`src/rgr_pkg.sv`:
```
`timescale 1ns / 1ps
// rgr_pkg: shared widths, register indexes and types of the glyph rasterizer
package rgr_pkg;

  localparam int CNT_W   = 8;   // run counts, cursor, glyph dimensions
  localparam int NIB_W   = 4;   // alpha level
  localparam int SCALE_W = 4;
  localparam int ORG_W   = 16;
  localparam int COLOR_W = 24;
  localparam int POS_W   = 17;
  localparam int SIZE_W  = 11;
  localparam int PIX_W   = 32;
  localparam int IDX_W   = 3;
  localparam int DIV_CNT_W = $clog2(CNT_W + 1);

  // configuration register indexes
  localparam logic [IDX_W-1:0] REG_ORIGIN_X   = 3'd0;
  localparam logic [IDX_W-1:0] REG_ORIGIN_Y   = 3'd1;
  localparam logic [IDX_W-1:0] REG_RASTER_W   = 3'd2;
  localparam logic [IDX_W-1:0] REG_RASTER_H   = 3'd3;
  localparam logic [IDX_W-1:0] REG_TEXT_COLOR = 3'd4;
  localparam logic [IDX_W-1:0] REG_SCALE      = 3'd5;

  // divider status back to the sequencer
  typedef struct packed {
    logic             done;
    logic [CNT_W-1:0] quot;
    logic [CNT_W-1:0] rem;
  } div_res_t;

  // one rectangle in source pixels, before scaling
  typedef struct packed {
    logic [CNT_W-1:0] col;
    logic [CNT_W-1:0] row;
    logic [CNT_W-1:0] w;
    logic [CNT_W-1:0] h;
    logic [NIB_W-1:0] alpha;
  } rect_src_t;

endpackage

```
`src/rgr_ifs.sv`:
```
`timescale 1ns / 1ps
// rgr_ifs: handshake channels of the glyph rasterizer (records, rectangles, config)
interface rgr_item_if;
  logic                      valid;
  logic                      ready;
  logic [rgr_pkg::CNT_W-1:0] alpha_pair;
  logic [rgr_pkg::CNT_W-1:0] first_count;
  logic [rgr_pkg::CNT_W-1:0] second_count;
  logic                      glyph_start;
  modport source(output valid, alpha_pair, first_count, second_count, glyph_start,
                 input ready);
  modport sink(input valid, alpha_pair, first_count, second_count, glyph_start,
               output ready);
endinterface

interface rgr_rect_if;
  logic                       valid;
  logic                       ready;
  logic [rgr_pkg::POS_W-1:0]  rect_x;
  logic [rgr_pkg::POS_W-1:0]  rect_y;
  logic [rgr_pkg::SIZE_W-1:0] rect_width;
  logic [rgr_pkg::SIZE_W-1:0] rect_height;
  logic [rgr_pkg::PIX_W-1:0]  pixel_color;
  logic                       last_of_item;
  modport source(output valid, rect_x, rect_y, rect_width, rect_height, pixel_color,
                 last_of_item, input ready);
  modport sink(input valid, rect_x, rect_y, rect_width, rect_height, pixel_color,
               last_of_item, output ready);
endinterface

interface rgr_cfg_if;
  logic                        valid;
  logic                        ready;
  logic [rgr_pkg::IDX_W-1:0]   index;
  logic [rgr_pkg::COLOR_W-1:0] data;
  modport source(output valid, index, data, input ready);
  modport sink(input valid, index, data, output ready);
endinterface

```
`src/rgr_div.sv`:
```
`timescale 1ns / 1ps
// rgr_div: restoring divider, one quotient bit per cycle
module rgr_div (
  input  logic                      clk,
  input  logic                      rst,
  input  logic                      start,
  input  logic [rgr_pkg::CNT_W-1:0] dividend,
  input  logic [rgr_pkg::CNT_W-1:0] divisor,
  output rgr_pkg::div_res_t         res
);
  import rgr_pkg::*;

  logic                 busy;
  logic                 done;
  logic [DIV_CNT_W-1:0] cnt;
  logic [CNT_W-1:0]     quo;
  logic [CNT_W-1:0]     rem;
  logic [CNT_W-1:0]     dsr;
  logic [CNT_W:0]       shifted;
  logic [CNT_W:0]       diff;
  logic                 ge;

  assign shifted = {rem, quo[CNT_W-1]};
  assign ge      = shifted >= {1'b0, dsr};
  assign diff    = shifted - {1'b0, dsr};

  always_ff @(posedge clk) begin
    if (rst) begin
      busy <= 1'b0;
      done <= 1'b0;
      cnt  <= '0;
    end else begin
      done <= 1'b0;
      if (start) begin
        busy <= 1'b1;
        cnt  <= DIV_CNT_W'(CNT_W);
      end else if (busy) begin
        cnt <= cnt - DIV_CNT_W'(1);
        if (cnt == DIV_CNT_W'(1)) begin
          busy <= 1'b0;
          done <= 1'b1;
        end
      end
    end
  end

  // datapath, no reset needed
  always_ff @(posedge clk) begin
    if (start) begin
      quo <= dividend;
      rem <= '0;
      dsr <= divisor;
    end else if (busy) begin
      rem <= ge ? diff[CNT_W-1:0] : shifted[CNT_W-1:0];
      quo <= {quo[CNT_W-2:0], ge};
    end
  end

  assign res.done = done;
  assign res.quot = quo;
  assign res.rem  = rem;

endmodule

```
`src/rle_glyph_to_rectangles.sv`:
```
`timescale 1ns / 1ps
// rle_glyph_to_rectangles: run-length glyph records to scaled filled rectangles
//
// Channels (valid/ready, an item moves when both are high):
//   glyph - one record: two alpha nibbles, two run counts, glyph_start.
//   rect  - one rectangle per item; last_of_item marks the final one of a record.
//   cfg   - register writes (index, data); always ready, write only while idle.
// A record is handled one run after the other by a small sequencer. Each run
// walks: cursor fix-up, leading partial row, a division of the remaining count
// by the glyph width in a shared 8-step restoring divider, the full-row block,
// and the trailing partial row. A run that needs the divider waits in
// S_DIVWAIT until the divider reports done; a skipped run goes on to S_NEXT.
// The glyph channel is ready only in S_IDLE, so the next record is taken only
// after the last one is finished.
// Rectangles are held one deep until the next one (or the end of the record)
// says whether it is the last, so the first one reaches the rect channel only
// once a second one is emitted or the record ends. A second register drives
// the rect channel, so a stalled receiver stalls the sequencer only when both
// are full. Reset (synchronous, active high) clears the cursor, the done
// flag, both rectangle stages, and loads the registers with their defaults.
module rle_glyph_to_rectangles #(
  parameter int MAX_SCALE     = 8,
  parameter int MAX_GLYPH_DIM = 255
) (
  input logic clk,
  input logic rst,
  rgr_item_if.sink glyph,
  rgr_rect_if.source rect,
  rgr_cfg_if.sink cfg
);
  import rgr_pkg::*;

  localparam logic [3:0] S_IDLE    = 4'd0;
  localparam logic [3:0] S_START   = 4'd1;
  localparam logic [3:0] S_LEAD    = 4'd2;
  localparam logic [3:0] S_DIVGO   = 4'd3;
  localparam logic [3:0] S_DIVWAIT = 4'd4;
  localparam logic [3:0] S_ROWS    = 4'd5;
  localparam logic [3:0] S_TAIL    = 4'd6;
  localparam logic [3:0] S_NEXT    = 4'd7;
  localparam logic [3:0] S_FINISH  = 4'd8;

  localparam logic [SCALE_W:0] SC_MAX  = (SCALE_W+1)'(MAX_SCALE);
  localparam logic [CNT_W-1:0] DIM_MAX = CNT_W'(MAX_GLYPH_DIM);

  // configuration registers
  logic [ORG_W-1:0]   origin_x;
  logic [ORG_W-1:0]   origin_y;
  logic [CNT_W-1:0]   raster_w;
  logic [CNT_W-1:0]   raster_h;
  logic [COLOR_W-1:0] text_color;
  logic [SCALE_W-1:0] scale;

  // sequencer state
  logic [3:0]       state;
  logic [CNT_W-1:0] cursor_col;
  logic [CNT_W-1:0] cursor_row;
  logic             raster_done;
  logic             run_sel;
  logic [CNT_W-1:0] n;
  logic [NIB_W-1:0] alpha;
  logic [CNT_W-1:0] n2;
  logic [NIB_W-1:0] alpha2;

  // rectangle stages
  rect_src_t        pend;
  logic             pend_valid;
  logic             out_valid;
  logic [POS_W-1:0]  out_x;
  logic [POS_W-1:0]  out_y;
  logic [SIZE_W-1:0] out_w;
  logic [SIZE_W-1:0] out_h;
  logic [PIX_W-1:0]  out_color;
  logic              out_last;

  // effective (clamped) settings
  logic [CNT_W-1:0]   w_eff;
  logic [CNT_W-1:0]   h_eff;
  logic [SCALE_W-1:0] sc_eff;

  div_res_t div_res;
  logic     div_start;

  logic [CNT_W-1:0] room;
  logic [CNT_W-1:0] take;
  logic [CNT_W-1:0] lead_end;
  logic [CNT_W-1:0] avail;
  logic [CNT_W-1:0] rows;
  logic [CNT_W:0]   fix_row;
  logic             fix_wrap;
  logic             opaque;
  logic             emit_want;
  logic             emit_ok;
  logic             emit_fire;
  logic             stall;
  logic             out_free;
  logic             fin_move;
  rect_src_t        emit_rect;

  logic [11:0] col_sc;
  logic [11:0] row_sc;
  logic [11:0] w_sc;
  logic [11:0] h_sc;

  assign glyph.ready = (state == S_IDLE);
  assign cfg.ready   = 1'b1;

  always_comb begin
    w_eff = (raster_w > DIM_MAX) ? DIM_MAX : raster_w;
    h_eff = (raster_h > DIM_MAX) ? DIM_MAX : raster_h;
    if (scale == '0) begin
      sc_eff = SCALE_W'(1);
    end else if ({1'b0, scale} > SC_MAX) begin
      sc_eff = SC_MAX[SCALE_W-1:0];
    end else begin
      sc_eff = scale;
    end
  end

  // per-state arithmetic
  always_comb begin
    opaque    = (alpha != '0);
    room      = w_eff - cursor_col;
    take      = (n < room) ? n : room;
    lead_end  = cursor_col + take;
    avail     = h_eff - cursor_row;
    rows      = (div_res.quot > avail) ? avail : div_res.quot;
    fix_wrap  = (cursor_col >= w_eff);
    fix_row   = {1'b0, cursor_row} + {{CNT_W{1'b0}}, fix_wrap};
    emit_want = 1'b0;
    emit_rect = '{col: cursor_col, row: cursor_row, w: take, h: CNT_W'(1), alpha: alpha};
    case (state)
      S_LEAD: begin
        emit_want = opaque && (cursor_col != '0);
      end
      S_ROWS: begin
        emit_want = opaque && (rows != '0);
        emit_rect = '{col: '0, row: cursor_row, w: w_eff, h: rows, alpha: alpha};
      end
      S_TAIL: begin
        emit_want = opaque && !raster_done && (n != '0);
        emit_rect = '{col: '0, row: cursor_row, w: n, h: CNT_W'(1), alpha: alpha};
      end
      default: begin
        emit_want = 1'b0;
      end
    endcase
  end

  assign out_free  = !out_valid || rect.ready;
  assign emit_ok   = !pend_valid || out_free;
  assign emit_fire = emit_want && emit_ok;
  assign stall     = emit_want && !emit_ok;
  assign fin_move  = (state == S_FINISH) && pend_valid && out_free;
  assign div_start = (state == S_DIVGO) && !raster_done && (n != '0);

  rgr_div u_div (
    .clk      (clk),
    .rst      (rst),
    .start    (div_start),
    .dividend (n),
    .divisor  (w_eff),
    .res      (div_res)
  );

  // configuration writes
  always_ff @(posedge clk) begin
    if (rst) begin
      origin_x   <= '0;
      origin_y   <= '0;
      raster_w   <= CNT_W'(8);
      raster_h   <= CNT_W'(16);
      text_color <= '1;
      scale      <= SCALE_W'(1);
    end else if (cfg.valid) begin
      case (cfg.index)
        REG_ORIGIN_X:   origin_x   <= cfg.data[ORG_W-1:0];
        REG_ORIGIN_Y:   origin_y   <= cfg.data[ORG_W-1:0];
        REG_RASTER_W:   raster_w   <= cfg.data[CNT_W-1:0];
        REG_RASTER_H:   raster_h   <= cfg.data[CNT_W-1:0];
        REG_TEXT_COLOR: text_color <= cfg.data;
        REG_SCALE:      scale      <= cfg.data[SCALE_W-1:0];
        default: begin
        end
      endcase
    end
  end

  // run sequencer
  always_ff @(posedge clk) begin
    if (rst) begin
      state       <= S_IDLE;
      cursor_col  <= '0;
      cursor_row  <= '0;
      raster_done <= 1'b0;
      run_sel     <= 1'b0;
    end else begin
      case (state)
        S_IDLE: begin
          if (glyph.valid) begin
            n       <= glyph.first_count;
            alpha   <= glyph.alpha_pair[CNT_W-1:NIB_W];
            n2      <= glyph.second_count;
            alpha2  <= glyph.alpha_pair[NIB_W-1:0];
            run_sel <= 1'b0;
            if (glyph.glyph_start) begin
              cursor_col  <= '0;
              cursor_row  <= '0;
              raster_done <= 1'b0;
            end
            // zero-sized glyph: nothing drawn, cursor not advanced
            if (raster_w == '0 || raster_h == '0) begin
              state <= S_FINISH;
            end else begin
              state <= S_START;
            end
          end
        end
        S_START: begin
          if (raster_done || n == '0) begin
            state <= S_NEXT;
          end else if (fix_row >= {1'b0, h_eff}) begin
            raster_done <= 1'b1;
            cursor_col  <= '0;
            cursor_row  <= fix_row[CNT_W-1:0];
            state       <= S_NEXT;
          end else begin
            if (fix_wrap) begin
              cursor_col <= '0;
              cursor_row <= fix_row[CNT_W-1:0];
            end
            state <= S_LEAD;
          end
        end
        S_LEAD: begin
          if (!stall) begin
            if (cursor_col != '0) begin
              n <= n - take;
              if (lead_end >= w_eff) begin
                cursor_col <= '0;
                cursor_row <= cursor_row + CNT_W'(1);
                if (cursor_row + CNT_W'(1) >= h_eff) begin
                  raster_done <= 1'b1;
                end
              end else begin
                cursor_col <= lead_end;
              end
            end
            state <= S_DIVGO;
          end
        end
        S_DIVGO: begin
          state <= div_start ? S_DIVWAIT : S_TAIL;
        end
        S_DIVWAIT: begin
          if (div_res.done) begin
            state <= S_ROWS;
          end
        end
        S_ROWS: begin
          if (!stall) begin
            n <= div_res.rem;
            if (rows != '0) begin
              cursor_row <= cursor_row + rows;
              if (cursor_row + rows >= h_eff) begin
                raster_done <= 1'b1;
              end
            end
            state <= S_TAIL;
          end
        end
        S_TAIL: begin
          if (!stall) begin
            if (!raster_done && n != '0) begin
              cursor_col <= n;
            end
            state <= S_NEXT;
          end
        end
        S_NEXT: begin
          if (!run_sel) begin
            run_sel <= 1'b1;
            n       <= n2;
            alpha   <= alpha2;
            state   <= S_START;
          end else begin
            state <= S_FINISH;
          end
        end
        S_FINISH: begin
          if (!pend_valid || out_free) begin
            state <= S_IDLE;
          end
        end
        default: begin
          state <= S_IDLE;
        end
      endcase
    end
  end

  // scaling of the held rectangle on its way to the output register
  assign col_sc = {4'b0, pend.col} * {8'b0, sc_eff};
  assign row_sc = {4'b0, pend.row} * {8'b0, sc_eff};
  assign w_sc   = {4'b0, pend.w} * {8'b0, sc_eff};
  assign h_sc   = {4'b0, pend.h} * {8'b0, sc_eff};

  always_ff @(posedge clk) begin
    if (rst) begin
      pend_valid <= 1'b0;
      out_valid  <= 1'b0;
    end else begin
      if (out_valid && rect.ready) begin
        out_valid <= 1'b0;
      end
      if (emit_fire) begin
        pend_valid <= 1'b1;
        if (pend_valid) begin
          out_valid <= 1'b1;
        end
      end else if (fin_move) begin
        pend_valid <= 1'b0;
        out_valid  <= 1'b1;
      end
    end
  end

  always_ff @(posedge clk) begin
    if (emit_fire) begin
      pend <= emit_rect;
    end
    if ((emit_fire && pend_valid) || fin_move) begin
      out_x     <= {1'b0, origin_x} + {5'b0, col_sc};
      out_y     <= {1'b0, origin_y} + {5'b0, row_sc};
      out_w     <= w_sc[SIZE_W-1:0];
      out_h     <= h_sc[SIZE_W-1:0];
      out_color <= {pend.alpha, 4'h0, text_color};
      out_last  <= fin_move;
    end
  end

  assign rect.valid        = out_valid;
  assign rect.rect_x       = out_x;
  assign rect.rect_y       = out_y;
  assign rect.rect_width   = out_w;
  assign rect.rect_height  = out_h;
  assign rect.pixel_color  = out_color;
  assign rect.last_of_item = out_last;

endmodule

```
`src/flat_wrapper.sv`:
```
// flat-port wrapper written by rule: the top's interface ports become plain ports
module rle_glyph_to_rectangles_flat import rgr_pkg::*;
#(
  parameter int MAX_SCALE     = 8,
  parameter int MAX_GLYPH_DIM = 255
)
  (clk, rst, glyph_valid, glyph_alpha_pair, glyph_first_count, glyph_second_count, glyph_glyph_start, glyph_ready, rect_valid, rect_rect_x, rect_rect_y, rect_rect_width, rect_rect_height, rect_pixel_color, rect_last_of_item, rect_ready, cfg_valid, cfg_index, cfg_data, cfg_ready);
  rgr_item_if glyph_i ();
  rgr_rect_if rect_i ();
  rgr_cfg_if cfg_i ();
  input logic clk;
  input logic rst;
  input wire logic [$bits(glyph_i.valid)-1:0] glyph_valid;
  input wire logic [$bits(glyph_i.alpha_pair)-1:0] glyph_alpha_pair;
  input wire logic [$bits(glyph_i.first_count)-1:0] glyph_first_count;
  input wire logic [$bits(glyph_i.second_count)-1:0] glyph_second_count;
  input wire logic [$bits(glyph_i.glyph_start)-1:0] glyph_glyph_start;
  output wire logic [$bits(glyph_i.ready)-1:0] glyph_ready;
  output wire logic [$bits(rect_i.valid)-1:0] rect_valid;
  output wire logic [$bits(rect_i.rect_x)-1:0] rect_rect_x;
  output wire logic [$bits(rect_i.rect_y)-1:0] rect_rect_y;
  output wire logic [$bits(rect_i.rect_width)-1:0] rect_rect_width;
  output wire logic [$bits(rect_i.rect_height)-1:0] rect_rect_height;
  output wire logic [$bits(rect_i.pixel_color)-1:0] rect_pixel_color;
  output wire logic [$bits(rect_i.last_of_item)-1:0] rect_last_of_item;
  input wire logic [$bits(rect_i.ready)-1:0] rect_ready;
  input wire logic [$bits(cfg_i.valid)-1:0] cfg_valid;
  input wire logic [$bits(cfg_i.index)-1:0] cfg_index;
  input wire logic [$bits(cfg_i.data)-1:0] cfg_data;
  output wire logic [$bits(cfg_i.ready)-1:0] cfg_ready;
  assign glyph_i.valid = glyph_valid;
  assign glyph_i.alpha_pair = glyph_alpha_pair;
  assign glyph_i.first_count = glyph_first_count;
  assign glyph_i.second_count = glyph_second_count;
  assign glyph_i.glyph_start = glyph_glyph_start;
  assign glyph_ready = glyph_i.ready;
  assign rect_valid = rect_i.valid;
  assign rect_rect_x = rect_i.rect_x;
  assign rect_rect_y = rect_i.rect_y;
  assign rect_rect_width = rect_i.rect_width;
  assign rect_rect_height = rect_i.rect_height;
  assign rect_pixel_color = rect_i.pixel_color;
  assign rect_last_of_item = rect_i.last_of_item;
  assign rect_i.ready = rect_ready;
  assign cfg_i.valid = cfg_valid;
  assign cfg_i.index = cfg_index;
  assign cfg_i.data = cfg_data;
  assign cfg_ready = cfg_i.ready;
  rle_glyph_to_rectangles #(.MAX_SCALE(MAX_SCALE), .MAX_GLYPH_DIM(MAX_GLYPH_DIM)) u_core (.clk(clk), .rst(rst), .glyph(glyph_i), .rect(rect_i), .cfg(cfg_i));
endmodule
```
`config.mk`:
```
export PLATFORM = sky130hd
export DESIGN_NAME = rle_glyph_to_rectangles_flat
export DESIGN_NICKNAME = d
export VERILOG_FILES = /design/src/rgr_pkg.sv /design/src/rgr_ifs.sv /design/src/rgr_div.sv /design/src/rle_glyph_to_rectangles.sv /design/src/flat_wrapper.sv
export SDC_FILE = /design/constraint.sdc
export NUM_CORES = 1
export LEC_CHECK = 0
export BUFFER_PORTS_ARGS = -buffer_cell sky130_fd_sc_hd__buf_2
export CAP_MARGIN = 10
export CORE_MARGIN = 10
export CORE_UTILIZATION = 65
export DETAILED_ROUTE_END_ITERATION = 10
export PLACE_DENSITY = 0.88
export SYNTH_ARGS = -nofsm -noshare
export SYNTH_HDL_FRONTEND = slang
export SYNTH_SLANG_ARGS = --single-unit
```
`constraint.sdc`:
```
create_clock -name clk -period 15.3 [get_ports clk]
set_clock_uncertainty 0.05 [all_clocks]
set_input_delay 0.765 -clock clk [delete_from_list [all_inputs] [get_ports clk]]
set_output_delay 0.765 -clock clk [all_outputs]
set_load 0.1 [all_outputs]
```
==> results of run 1 <==
[power groups by stage]
| stage | Clock, W | Combinational (W) | Sequential (W) |
|---|---|---|---|
| final | 0.000765 | 0.00113 | 0.000981 |
| after global routing | 0.000800 | 0.00125 | 0.000988 |
| after CTS | 0.000770 | 0.00110 | 0.000974 |
| after detailed placement | 0 | 0.00109 | 0.000990 |
| after global placement | 0 | 0.00105 | 0.000988 |
| after floorplan | 0 | 0.000830 | 0.000955 |
[worst max-delay path: cells and delay by family, from the launching register on]
family | cells | cell delay [ps]
simple gates | 3 | 270
buf+inv | 5 | 560
compound gates | 19 | 4730
fa+ha+maj | 5 | 1330
flops | 1 | 380
xor+xnor | 1 | 260
[flip-flops by register name (all words and copies together) (netlist names), 11 cells and up]
name / cells
u_core.pend: 36
u_core.rect.rect_width: 11
u_core.rect.rect_x: 17
u_core.rect.pixel_color: 28
u_core.rect.rect_y: 17
u_core.origin_x: 16
u_core.rect.rect_height: 11
u_core.text_color: 24
u_core.origin_y: 16
[cell usage in the layout (no fill, tap or decap), types with 6 or more instances in the layout]
cell       netlist  final
fa_1            72     72
edfxtp_1       161    161
o21bai_1        13     13
bufinv_16        0      6
a21boi_0         6      6
inv_1          188    188
nor2_1         121    120
o21a_1           9      9
or4_1            6      6
a21oi_1        127    126
xnor2_1         64     64
dfxtp_1        114    114
xor2_1          22     22
mux2_2          11     11
and2_1          59     59
nor2b_1         17     15
a222oi_1        12     12
ha_1           164    164
nand2b_1        18     18
and3_1           7      7
nand2_1        278    278
nand3_1         51     51
o21ai_0         61     61
o22ai_1         11     11
mux2i_1         12     12
a21o_1          18     18
nor4_1           8      8
nand4_1         12     12
nor3_1          18     18
clkbuf_16        0     29
buf_2            1    143
a211oi_1        13     13
buf_4            6     18
a22oi_1         13     13
[layout make-up]
class	count	area, µm²
clock buffers	37	786
clock inverters	16	245
fillers	1910	7120
inverters	188	706
multi-input cells	1312	9630
flip-flops and latches	275	7120
well taps	341	427
repair buffers	161	851
[cells by family (layout without fill, tap and decap cells)]
logic type,after synthesis,count (layout),share of synthesized area
and+or+nand+nor,615,615,0.159
AOI/OAI and AO/OA,346,346,0.128
DFF,275,275,0.403
buffers and inverters,252,402,0.0553
adders and majority gates,236,236,0.198
xor gates and xnor gates,87,87,0.0439
muxes,23,23,0.0138
other,2,5,0.000425
[worst max-delay path by stage]
stage	start	to	slack [ps]	depth (start not counted)
after floorplan	u_core.cursor_row[3]	u_core.rect.last_of_item	6880	17
after global placement	u_core.raster_w[0]	u_core.cursor_row[2]	7970	33
after detailed placement	u_core.raster_w[0]	u_core.cursor_row[2]	7750	33
after CTS	u_core.raster_w[0]	u_core.cursor_row[2]	7710	33
after global routing	u_core.raster_w[0]	u_core.cursor_row[2]	6820	33
final	u_core.raster_w[0]	u_core.cursor_row[2]	7590	33
[metrics by stage]
step	hold WS (ps)	total power (W)	setup WS, ps	area [µm²]
after floorplan	350	0.00178	6880	17700
after global placement	351	0.00204	7970	18700
after detailed placement	365	0.00208	7750	18700
after CTS	316	0.00285	7710	19800
after global routing	314	0.00304	6820	19800
final	336	0.00287	7590	19800
[synth_stat cells (3+ instances only)]
master,number
ha_1,164
clkbuf_1,51
a221oi_1,4
a22oi_1,13
o21bai_1,13
edfxtp_1,161
and3_1,7
nand4_1,12
a222oi_1,12
nor2b_1,17
fa_1,72
a31oi_1,4
and2_1,59
nor2_1,121
o21a_1,9
o211ai_1,5
o2111ai_1,4
a311oi_1,3
or2_2,5
buf_1,5
inv_1,188
nand3_1,51
nor4_1,8
a211oi_2,5
mux2i_1,12
dfxtp_1,114
a21o_1,18
o22ai_1,11
nand2_1,278
o31ai_1,4
a41oi_1,3
buf_4,6
xnor2_1,64
or4_1,6
xor2_1,22
nand2b_1,18
a21oi_1,127
nor3_1,18
a211oi_1,13
a2111oi_0,3
mux2_2,11
o21ai_0,61
a21boi_0,6
[metal layers]
metal	vias up	GRT usage	routed length, µm
li1	6585	-	-
met1	6803	0.348	18600
met2	676	0.461	22400
met3	123	0.0466	4010
met4	0	0.0855	1440
met5	-	0	0
==> impl_results.md, run 1 <==
* Switching power at 0.00111 W
* Non-filler cells, final at around 2,300
* Area growth syn-to-layout at 11.7%
* Total CTS buffers at 29
* Wire per inst at roughly 20 µm
* Part of the power in combinational logic at 0.392
* Clock transition at path regs at 60 ps
* Sequential share of power at 0.342
* R2r endpoint: u_core.cursor_row[2]
* Worst R2R Setup Slack at between 7000 and 8000 ps
* Synth warn at 0
* Register area share after synthesis at 0.403
* Antenna violations before repair at 0
* Avg Synthesized Cell Area at 9.63 µm²
* First-pass GRT wire length at 75,000 µm
* Switch share at 0.385
* Static Leak at ~8.5 nW
* Placeable Area at between 20,000 and 30,000 µm²
* Fin nets at around 2,300
* Max-slew violation count at 0
* Worst vdd ir at 216 µV
* Synth async-reset ratio at 0
* Clk pwr share at 0.266
* Post-Synthesis Cells at approximately 1,800
* Hold_sp: glyph_alpha_pair[3]
* PwrDens at approximately 150 nW/µm²
* Largest area contributor in the netlist: edfxtp_1
* Setup Fix Bufs, Post-CTS at 0
* Top_reg_cell synth: edfxtp_1
* Distinct cells, synth at 80
* Layout cells sized above 1 at 0.124
* WP data arrival at slightly above 8000 ps
* Hold Violations, Final at 0
* Largest buffer count on any clock path at 3
* R2R depth at 33
* Tcrit/Tclk final at 0.504
* Max-cap violations at 0
* CP peak stage delay at approximately 900 ps
* Share of Yosys cell area claimed by the top area cell type at 0.273
* R2R Path Start: u_core.raster_w[0]
* EDFF count, synth at between 150 and 200
* Final HPWL DP at approximately 34,000 µm
* Inst Count DP at 2,277
* Status: finished, final reports clean
* Minimum clock period at around 7700 ps
* 1st-pass router iterations at 8
* Largest net degree at the start of global routing at 75
* Diodes inserted at 0
* Critical Path Source Type: flip-flop
* Root Driver: clkbuf_16
* Die height at 185 µm
* Cell Area, Synth at 17,700 µm²
* Vias in the first global route at 14,300
* Routed vias/inst at 6.09
* Pin slew with the least headroom to its limit at between 1000 and 1500 ps
* Slowest cell on the critical path: o22ai_1
* Routability Congestion at 0.951
* Final setup fails at 0
* Total Wirelength at ~47,000 µm
* Post-route DRC at 0
* All-Layer GR Usage at 0.272
* H-tree levels at 1
* # IOs at between 100 and 150
* Largest cells by area after synthesis: edfxtp_1 27%, dfxtp_1 13%, ha_1 12%
* CP endpoint kind: flip-flop
* Unrepaired setup endpoints after global routing: no
* Crit path kind: flip-flop to flip-flop
* Port Buffers at between 100 and 150
* Worst skew pair latency at 560 ps
* Hold WC Path Type: primary input to flip-flop
* Std cell rows at 60
* Antenna Nets Post-Route at 0
* Die area at about 34,000 µm²
* Die width at between 150 and 200 µm
* Synthesized flop and latch total at around 280
* Internal at between 0.0015 and 0.002 W
* WP data required at between 15,000 and 20,000 ps
* Slew margin rel. at 0.198
* Worst Hold End: u_core.alpha2[3]
* CTS resizes at 0
* Hold Crit Depth at 1
* Initial Util at 0.658
* Total gr overflow at 0
* # hold bufs at CTS at 0
* Core Util, Final at 0.735
* Setup TNS at 0 ps
* Vias at roughly 14,000
* CTS tree: yes
* DR iter-0 viols at 1,329
* Worst Path Max Fanout at 14
* FMAX at around 130 MHz
* Num Clock Sinks at approximately 280
No activity file was read; power rests on OpenSTA's default activity.
==> run 2, diff against run 1 <==
--- a/config.mk
+++ b/config.mk
@@ -8,9 +8,9 @@
 export BUFFER_PORTS_ARGS = -buffer_cell sky130_fd_sc_hd__buf_2
 export CAP_MARGIN = 10
 export CORE_MARGIN = 10
-export CORE_UTILIZATION = 65
+export CORE_UTILIZATION = 55
 export DETAILED_ROUTE_END_ITERATION = 10
-export PLACE_DENSITY = 0.88
+export PLACE_DENSITY = 0.79
 export SYNTH_ARGS = -nofsm -noshare
 export SYNTH_HDL_FRONTEND = slang
 export SYNTH_SLANG_ARGS = --single-unit
==> constraint.sdc (replaced) <==
create_clock -name clk -period 6.4 [get_ports clk]
set_clock_uncertainty 0.05 [all_clocks]
set_input_delay 0.32 -clock clk [delete_from_list [all_inputs] [get_ports clk]]
set_output_delay 0.32 -clock clk [all_outputs]
set_load 0.1 [all_outputs]
==> run 2 against run 1 <==
Effect of this change:
- clock power increased by 140%
- core utilization fell by 8.3 points
- final area increased by 4.4%
- sequential share of layout area decreased by 1.5 points
- routed wire length down 0.31%
- sequential power is 130% higher
- register-to-register slack lost 7400 ps
- non-clock buffer count grew 64
- critical endpoint is now u_core.cursor_row[3]
- die area is 16% higher
==> impl_results.md, run 2 (synthesis gave the netlist of run 1 again) <==
* Total Wirelength at between 40,000 and 50,000 µm
* Total CTS buffers at 30
* PwrDens at 344 nW/µm²
* CP peak stage delay at ~410 ps
* Hold Violations, Final at 0
* Part of the power in combinational logic at 0.414
* Slowest cell on the critical path: fa_1
* Setup TNS at 0 ps
* Internal at approximately 0.0044 W
* Vias in the first global route at 13,900
* WP data arrival at 6600 ps
* Setup WS pre-CTS at -147 ps
* Worst Path Max Fanout at 7
* Die area at between 30,000 and 40,000 µm²
* Sequential share of power at 0.325
* Total gr overflow at 0
* Port Buffers at roughly 140
* Hold WC Path Type: primary input to flip-flop
* Final instance area at about 21,000 µm²
* Num Clock Sinks at about 280
* Slew margin rel. at 0.232
* Routed vias/inst at approximately 5.7
* Minimum clock period at between 6000 and 7000 ps
* 1st-pass router iterations at 9
* Worst skew pair latency at about 560 ps
* Post-route DRC at 0
* Largest buffer count on any clock path at 3
* Clk pwr share at 0.261
* Antenna Nets Post-Route at 0
* DR iter-0 viols at about 1,500
* Fill cells at 2,453
* Dpl cell area at between 15,000 and 20,000 µm²
* First-pass GRT wire length at 73,000 µm
* Placeable Area at around 32,000 µm²
* Crit path kind: flip-flop to flip-flop
* Area growth syn-to-layout at 16.6%
* Critical Path Source Type: flip-flop
* Vias at 14,100
* FMAX at about 160 MHz
* WP data required at 6820 ps
* Multi-input logic area at between 9000 and 10,000 µm²
* Most frequent cells in the layout: 278 x nand2_1, 187 x inv_1, 161 x edfxtp_1
* Switch share at 0.382
* Switching power at 0.00271 W
* Pin slew with the least headroom to its limit at roughly 1100 ps
* CP endpoint kind: flip-flop
* Std cell rows at 65
* Static Leak at 8.80 nW
* Antenna violations before repair at 3
* H-tree levels at 1
* CTS tree: yes
* Tcrit/Tclk final at 0.964
* Worst vdd ir at 362 µV
* Commonest non-fill, non-tap cell in the layout: nand2_1
* Worst hold slack at slightly above 30 ps
* Status: finished, final reports clean
* Setup WS post-layout at 228 ps
* Biggest register: u_core.pend
* Fin nets at about 2,300
* # IOs at 149
* Root Driver: clkbuf_16
* Wire per inst at about 19 µm
* Max-slew violation count at 0
* Most frequent CP cell: ha_1
* Clock transition at path regs at roughly 60 ps
* Final HPWL DP at between 30,000 and 40,000 µm
* Final setup fails at 0
* Largest net degree at the start of global routing at 52
* Layout cells sized above 1 at 0.157
* Max-cap violations at 0
* Routability Congestion at between 0.9 and 1
* Die height at ~200 µm
* Initial Util at 0.559
* Die width at 199 µm
* Reg area at slightly above 7000 µm²
* Max FFs per register at 36
* All-Layer GR Usage at 0.228
## run 2: cell types whose count changed in the layout (fill, tap and decap cells not counted), sizes merged, moves of 3 or more
cell,change
clkbuf,-3
clkinv,+4
dlygate4sd3,+29
diode,+3
buf,+35
## run 2: through the flow
| stage | power, W | utilization | instances |
|---|---|---|---|
| after detailed placement | 0.00501 | 0.601 | 2363 |
| after global routing | 0.00750 | 0.652 | 2462 |
| after floorplan | 0.00427 | - | 1839 |
| after global placement | 0.00494 | 0.601 | 2363 |
| final | 0.00708 | 0.652 | 2462 |
| after CTS | 0.00688 | 0.645 | 2448 |
## run 2: power groups by stage
stage                     Clock, W  Sequential [W]  Combinational, W
after floorplan                  0         0.00228           0.00199
after global placement           0         0.00232           0.00262
after detailed placement         0         0.00233           0.00269
after CTS                  0.00186         0.00229           0.00273
after global routing       0.00194         0.00232           0.00324
final                      0.00185         0.00230           0.00294
## run 2: final cells by class
class | instances | area share
multi-input combinational | 1313 | 0.475
sequential | 275 | 0.345
timing repair buffer | 225 | 0.0689
clock buffer | 34 | 0.0397
inverter | 188 | 0.0342
tap | 402 | 0.0244
clock inverter | 22 | 0.0124
antenna | 3 | 0.000364
## run 2: worst max-delay path, delay by kind of cell (launching register included)
family	cells	cell delay [ps]
AO/OA/AOI/OAI	14	2600
adder cells (fa/ha/maj)	5	1430
AND/OR/NAND/NOR	6	790
buffers and inverters	5	500
XOR/XNOR	2	350
flip-flops	1	340
## run 2: per-layer routing
metal | track usage | wire length (µm)
met1 | 0.301 | 19500
met5 | 0 | 0
met2 | 0.381 | 22100
met3 | 0.0328 | 3420
met4 | 0.0658 | 1290
## run 2: path summary, 6_finish.rpt
check	slack, ps	cells after the start	from	to
setup reg to reg	230	32	u_core.cursor_col[1]	u_core.cursor_row[3]
hold reg to reg	370	0	u_core.pend[0]	u_core.rect.pixel_color[28]
hold / removal	30	2	glyph_alpha_pair[7]	u_core.alpha[3]
setup / recovery	230	32	u_core.cursor_col[1]	u_core.cursor_row[3]
## run 2: timing repair
item                       CTS  global route
setup buffers                0             9
setup endpoints to repair    7            17
hold endpoints to repair    37             0
pin swaps                    0            15
gates cloned                 0             1
hold buffers                29             0
gates resized for setup      5            40
